File: src/rtl/sit_pkg.sv
// Package for the sorted interval table: widths, commands, entry type.
// No dependencies.
package sit_pkg;
   localparam int unsigned TableEntriesDefault = 64;
   localparam int unsigned CoordWidth = 32;
   localparam int unsigned IdWidth = 32;
   localparam int unsigned LenWidth = 24;
   localparam int unsigned StepWidth = 16;
   localparam int unsigned OffsetWidth = 32;
   localparam logic signed [CoordWidth-1:0] CoordMax = 32'sh7FFF_FFFF;

   typedef enum logic [1:0] {
      CMD_INSERT = 2'd0,
      CMD_LOOKUP = 2'd1,
      CMD_CLEAR  = 2'd2,
      CMD_NONE   = 2'd3
   } cmd_type;

   typedef struct packed {
      logic signed [CoordWidth-1:0] first;
      logic signed [CoordWidth-1:0] last;
      logic [IdWidth-1:0]           id;
      logic [StepWidth-1:0]         step;
   } entry_type;

   // divider control between the sequencer and the divide unit
   typedef struct packed {
      logic        start;
      logic [39:0] dividend;
      logic [StepWidth-1:0] divisor;
   } div_req_type;

   typedef struct packed {
      logic        done;
      logic [OffsetWidth-1:0] quotient;
   } div_rsp_type;
endpackage

File: src/rtl/sit_divider.sv
// Restoring radix-2 divider, one quotient bit per cycle, saturating at 32 bits.
// Depends on sit_pkg.
module sit_divider (
   input  logic                 clock,
   input  logic                 reset,
   input  sit_pkg::div_req_type req,
   output sit_pkg::div_rsp_type rsp
);
   import sit_pkg::*;

   logic [39:0]          quot_ff, quot_in;
   logic [StepWidth:0]   rem_ff, rem_in;
   logic [StepWidth-1:0] den_ff, den_in;
   logic [5:0]           cnt_ff, cnt_in;
   logic                 busy_ff, busy_in;
   logic                 done_ff, done_in;
   logic [StepWidth:0]   trial;

   always_comb begin
      quot_in = quot_ff;
      rem_in  = rem_ff;
      den_in  = den_ff;
      cnt_in  = cnt_ff;
      busy_in = busy_ff;
      done_in = 1'b0;
      trial   = {rem_ff[StepWidth-1:0], quot_ff[39]};
      if (req.start) begin
         quot_in = req.dividend;
         rem_in  = '0;
         den_in  = req.divisor;
         cnt_in  = 6'd40;
         busy_in = 1'b1;
      end else if (busy_ff) begin
         if (trial >= {1'b0, den_ff}) begin
            rem_in  = trial - {1'b0, den_ff};
            quot_in = {quot_ff[38:0], 1'b1};
         end else begin
            rem_in  = trial;
            quot_in = {quot_ff[38:0], 1'b0};
         end
         cnt_in = cnt_ff - 6'd1;
         if (cnt_ff == 6'd1) begin
            busy_in = 1'b0;
            done_in = 1'b1;
         end
      end
   end

   always_ff @(posedge clock) begin
      quot_ff <= quot_in;
      rem_ff  <= rem_in;
      den_ff  <= den_in;
      cnt_ff  <= cnt_in;
      if (reset) begin
         busy_ff <= 1'b0;
         done_ff <= 1'b0;
      end else begin
         busy_ff <= busy_in;
         done_ff <= done_in;
      end
   end

   assign rsp.done     = done_ff;
   assign rsp.quotient = (quot_ff[39:32] != 8'd0) ? '1 : quot_ff[31:0];
endmodule

File: config.mk
export PLATFORM = sky130hd
export DESIGN_NAME = sit_divider
export DESIGN_NICKNAME = d
export VERILOG_FILES = /design/src/rtl/sit_pkg.sv /design/src/rtl/sit_divider.sv
export SDC_FILE = /design/constraint.sdc
export NUM_CORES = 1
export LEC_CHECK = 0
export ABC_AREA = 1
export BUFFER_PORTS_ARGS = -buffer_cell sky130_fd_sc_hd__buf_4
export CAP_MARGIN = 5
export CORE_ASPECT_RATIO = 1.4
export CORE_MARGIN = 2
export CORE_UTILIZATION = 55
export DETAILED_ROUTE_END_ITERATION = 7
export MAX_ROUTING_LAYER = met4
export PLACE_DENSITY = 0.81
export RECOVER_POWER = 100
export SLEW_MARGIN = 40
export SYNTH_ARGS = -nofsm -noshare
export SYNTH_HDL_FRONTEND = slang
export SYNTH_SLANG_ARGS = --single-unit
File: constraint.sdc
create_clock -name clock -period 3 [get_ports clock]
set_clock_uncertainty 0.1 [all_clocks]
set_input_delay 0.9 -clock clock [delete_from_list [all_inputs] [get_ports clock]]
set_output_delay 0.9 -clock clock [all_outputs]
set_load 0.05 [all_outputs]
### Word level (Yosys, flattened, before mapping)

Cells that the tools add are included.

* input bits: 59
* output and inout port bits: 33
* logic and storage cells: 23
* register bits after elaboration: 80

* equal/unequal tests: 1
* reduce and logical (&&, ||, !) cells: 3
* order comparisons: 1
* bitwise operators: 1
* add/sub/neg operators: 2
* mux-type cells: 9

Operator list (count)
* 2-to-1 mux 40 bit: 2
* 2-to-1 mux 32 bit: 1
* greater-or-equal comparator 17 x 16 -> 1 bit: 1
* 2-to-1 mux 16 bit: 1
* subtractor 16 bit: 1
* nonzero test 8 bit: 1
* == test 6 x 1 -> 1 bit (second input constant): 1
* subtractor 6 x 1 -> 6 bit (second input constant): 1
* 2-to-1 mux 1 bit: 5
* OR reduction 3 bit: 1
* nonzero test 2 bit: 1
* NOT 1 bit: 1

### Longest topological paths before layout

* depth after elaboration: 4
* mapped depth: 14
* gate-level depth less buffers: 14

### Worst setup path after synthesis

Ideal clock, no wire load.

* kind: reg2out
* from: register quot_ff[36]
* to: output rsp[10] (netlist name)
* required time: 2000 ps
* data arrival time: 1437 ps
* path slack: 563 ps
* cell stages (with the launch flop): 6
* buffers on the path: 1
* cell sequence: edfxtp_1 -> inv_1 -> nand2_1 -> nor4_1 -> buf_2 -> nand2_1

RTL lines
* from (decl): RTL line sit_divider.sv:11 `logic [39:0] quot_ff, quot_in;`
* from (signal assigned): RTL line sit_divider.sv:50 `quot_ff <= quot_in;`
* to (decl): RTL line sit_divider.sv:7 `output sit_pkg::div_rsp_type rsp`

==> Implementation_results.wiki <==
{| class="wikitable"
! Metric !! Value
|-
| Ports || 92
|-
| Routability congestion estimate from global placement || 0.952
|-
| Number of hold-slack violations in the final timing report || 0
|-
| Post-CTS Hold Fix Bufs || 0
|-
| Non-Filler Instances || 789
|-
| Detailed-route wire length || 10000 um
|-
| Die Footprint || 9050 sq um
|-
| Largest fanout on the critical path || 32
|-
| Required time at the worst-slack endpoint || 2000 ps
|-
| GRT Util Overall || 24.5%
|-
| Vias per cell || 5.07
|-
| Number of clock buffers inserted by TritonCTS || 9
|-
| Sum of overflow across all layers after global routing || 0
|-
| Share of synthesized area occupied by flip-flops and latches || 47.4%
|-
| Clock Path Buffers || 2
|-
| Starting DRC count in detailed routing || 216
|-
| RSZ-0062 raised after global routing || no
|-
| Final routed DRC violation total || 0
|-
| WP data arrival || 1800 ps
|-
| Final cycle utilization of the critical path || 93.3%
|-
| Layout overhead on the synthesized area || 21.1%
|-
| Root buf cell || sky130_fd_sc_hd__clkbuf_16
|-
| Detailed-route wire length per cell || 12.7 um
|-
| Count of input and output buffers || 91
|-
| Setup_tns || 0 ps
|-
| Core area || 8100 sq um
|-
| Clock slew seen by the registers of the worst setup and hold paths || 50 ps
|-
| Cell types with the largest area share after synthesis || sky130_fd_sc_hd__edfxtp_1, sky130_fd_sc_hd__nand2_1, sky130_fd_sc_hd__dfxtp_1
|-
| Maximum ir drop on the vdd rail || 0.000450 V
|-
| Detailed-placement wirelength estimate || 7390 um
|-
| CTS resizes || 0
|-
| Maximum number of pins on one net before global-route repair || 55
|-
| Latest clock arrival within the worst-skew pair || 330 ps
|-
| Per-instance average area after synthesis || 7.70 sq um
|-
| Capturing element type of the critical path || primary output
|-
| Fraction of registers with async set or reset after synthesis || 0%
|-
| Most frequent cell after synthesis || sky130_fd_sc_hd__nand2_1
|-
| Crit path kind || flop to primary output
|-
| Total number of H-tree levels || 3
|-
| Area of the mapped netlist || 4560 sq um
|-
| Total of flip-flops plus latches after synthesis || 80
|-
| Ant diodes || 0
|-
| Proportion of layout cells with a drive suffix above 1 || 17.0%
|-
| Time the worst path needs with I/O delays and setup || 2800 ps
|-
| Die boundary height || 112 um
|-
| Inst Count DP || 773
|-
| # clock sinks || 80
|-
| Synth Instances || 593
|-
| Worst min path class || flop to flop
|-
| Via count of the first global-routing pass || 3847
|-
| Top cells by instance count after synthesis || sky130_fd_sc_hd__nand2_1, sky130_fd_sc_hd__inv_1, sky130_fd_sc_hd__edfxtp_1, sky130_fd_sc_hd__o21ai_0, sky130_fd_sc_hd__nand3_1
|-
| Relative slew slack || 40.0%
|-
| Buffer count from post-CTS setup fixing || 0
|-
| Nets || 760
|-
| Max cap viols || 0
|-
| Total via count after detailed routing || 3999
|-
| Syn_nets || 671
|-
| Final-report max-slew violation count || 0
|-
| Static leakage || 2.74 nW
|-
| Post-synthesis cell type with the largest combined area || sky130_fd_sc_hd__edfxtp_1
|-
| Clock tree from TritonCTS || done
|-
| Die extent in x || 81.0 um
|-
| Synth warn || 0
|-
| Top-area cell type share of the netlist area || 36.8%
|-
| Number of iterations in the first detailed-routing pass || 4
|-
| Initial Utilization || 56.3%
|-
| Actual transition at the worst max-transition pin || 901 ps
|-
| Outcome || finished, final reports clean
|-
| Max Fclk || 0.357 GHz
|-
| Total setup violations reported at the end of the flow || 0
|-
| Post-route ant nets || 0
|-
| Power density over cell area || 475 nW/um^2
|-
| Placement Rows || 39
|-
| Number of antenna violations at the first check in global routing || 0
|-
| Number of synthesized flops with an enable pin || 56
|-
| Top_reg_cell synth || sky130_fd_sc_hd__edfxtp_1
|-
| Number of library cell types mapped by synthesis || 36
|-
| Wire length of the first global-routing pass || 16800 um
|-
| Critical path launch point type || flop
|}
[sequential cells by signal, summed over array words and instances, names as in the netlist]
name / count
done_ff: 1
quot_ff: 40
busy_ff: 1
rem_ff: 16
den_ff: 16
cnt_ff: 6
[routing by layer]
metal / vias up / global-route usage, % / part of all wire (%) / wire length, um
met5: - / - / 0 / 0
met4: 0 / 10.1 / 1.6 / 156
met3: 13 / 6.08 / 5.8 / 582
met2: 111 / 41.3 / 53 / 5290
met1: 1826 / 27.3 / 40 / 4010
li1: 2049 / - / - / -
[final cells by class]
class	count	area (sq um)
fillers	708	2570
flip-flops and latches	80	2160
multi-input cells	378	1860
repair buffers	96	669
inverters	117	439
clock buffers	12	246
well taps	102	128
clock inverters	4	20.0
[final timing paths]
check	start	end	slack, ps	cells after the start
setup / recovery	quot_ff[36]	rsp[0]	200	6
hold / removal	rem_ff[9]	rem_ff[9]	370	2
setup reg to reg	rem_ff[13]	rem_ff[10]	330	9
hold reg to reg	rem_ff[9]	rem_ff[9]	370	2
[report_power, final]
part	switching [mW]	internal (mW)	total, mW	leakage (nW)
Clock	0.396	0.576	0.971	0.128
Sequential	0.0280	1.28	1.31	0.762
Combinational	0.212	0.134	0.346	1.85
[critical path: stages, from the launching register on]
cell                       delay [ps]
sky130_fd_sc_hd__edfxtp_1         360
sky130_fd_sc_hd__inv_1             80
sky130_fd_sc_hd__nand2_1           70
sky130_fd_sc_hd__nor4_2           210
sky130_fd_sc_hd__clkbuf_4         400
sky130_fd_sc_hd__nand2_1          130
sky130_fd_sc_hd__buf_4            220
[through the flow]
| stage | cell area [sq um] | utilization, % | hold WS, ps | setup WS (ps) | power, mW |
|---|---|---|---|---|---|
| after floorplan | 4560 | - | 344 | 563 | 1.54 |
| after global placement | 5340 | 65.9 | 356 | 650 | 1.67 |
| after detailed placement | 5340 | 65.9 | 366 | 592 | 1.68 |
| after CTS | 5610 | 69.2 | 376 | 234 | 2.66 |
| after global routing | 5530 | 68.2 | 394 | 57.5 | 2.75 |
| final | 5530 | 68.2 | 372 | 200 | 2.63 |
[cell families (layout without fill, tap and decap cells)]
logic type               Yosys count  count (layout)  synth area share [%]
buffers and inverters            135             229                  11.6
XOR/XNOR                           6               6                  1.15
flip-flops                        80              80                  47.4
AND/OR/NAND/NOR                  286             286                  26.8
adder cells (fa/ha/maj)           19              19                  5.37
AO/OA/AOI/OAI                     67              67                  7.73
[placed cells by master (no fill, tap or decap), drive strengths merged]
cell type	instances
inv	117
nor3	8
clkbuf	39
edfxtp	56
buf	69
nor3b	1
nand4	5
nor4	1
nor2	23
ha	18
a21oi	13
nand3b	7
xor2	2
fa	1
clkinv	3
o22ai	1
a31oi	1
dfxtp	24
nand2	200
and3	1
o21ai	49
o21bai	1
o21a	1
xnor2	4
a211oi	1
nand3	40
clkinvlp	1
Power figures use the tool's default switching activity.
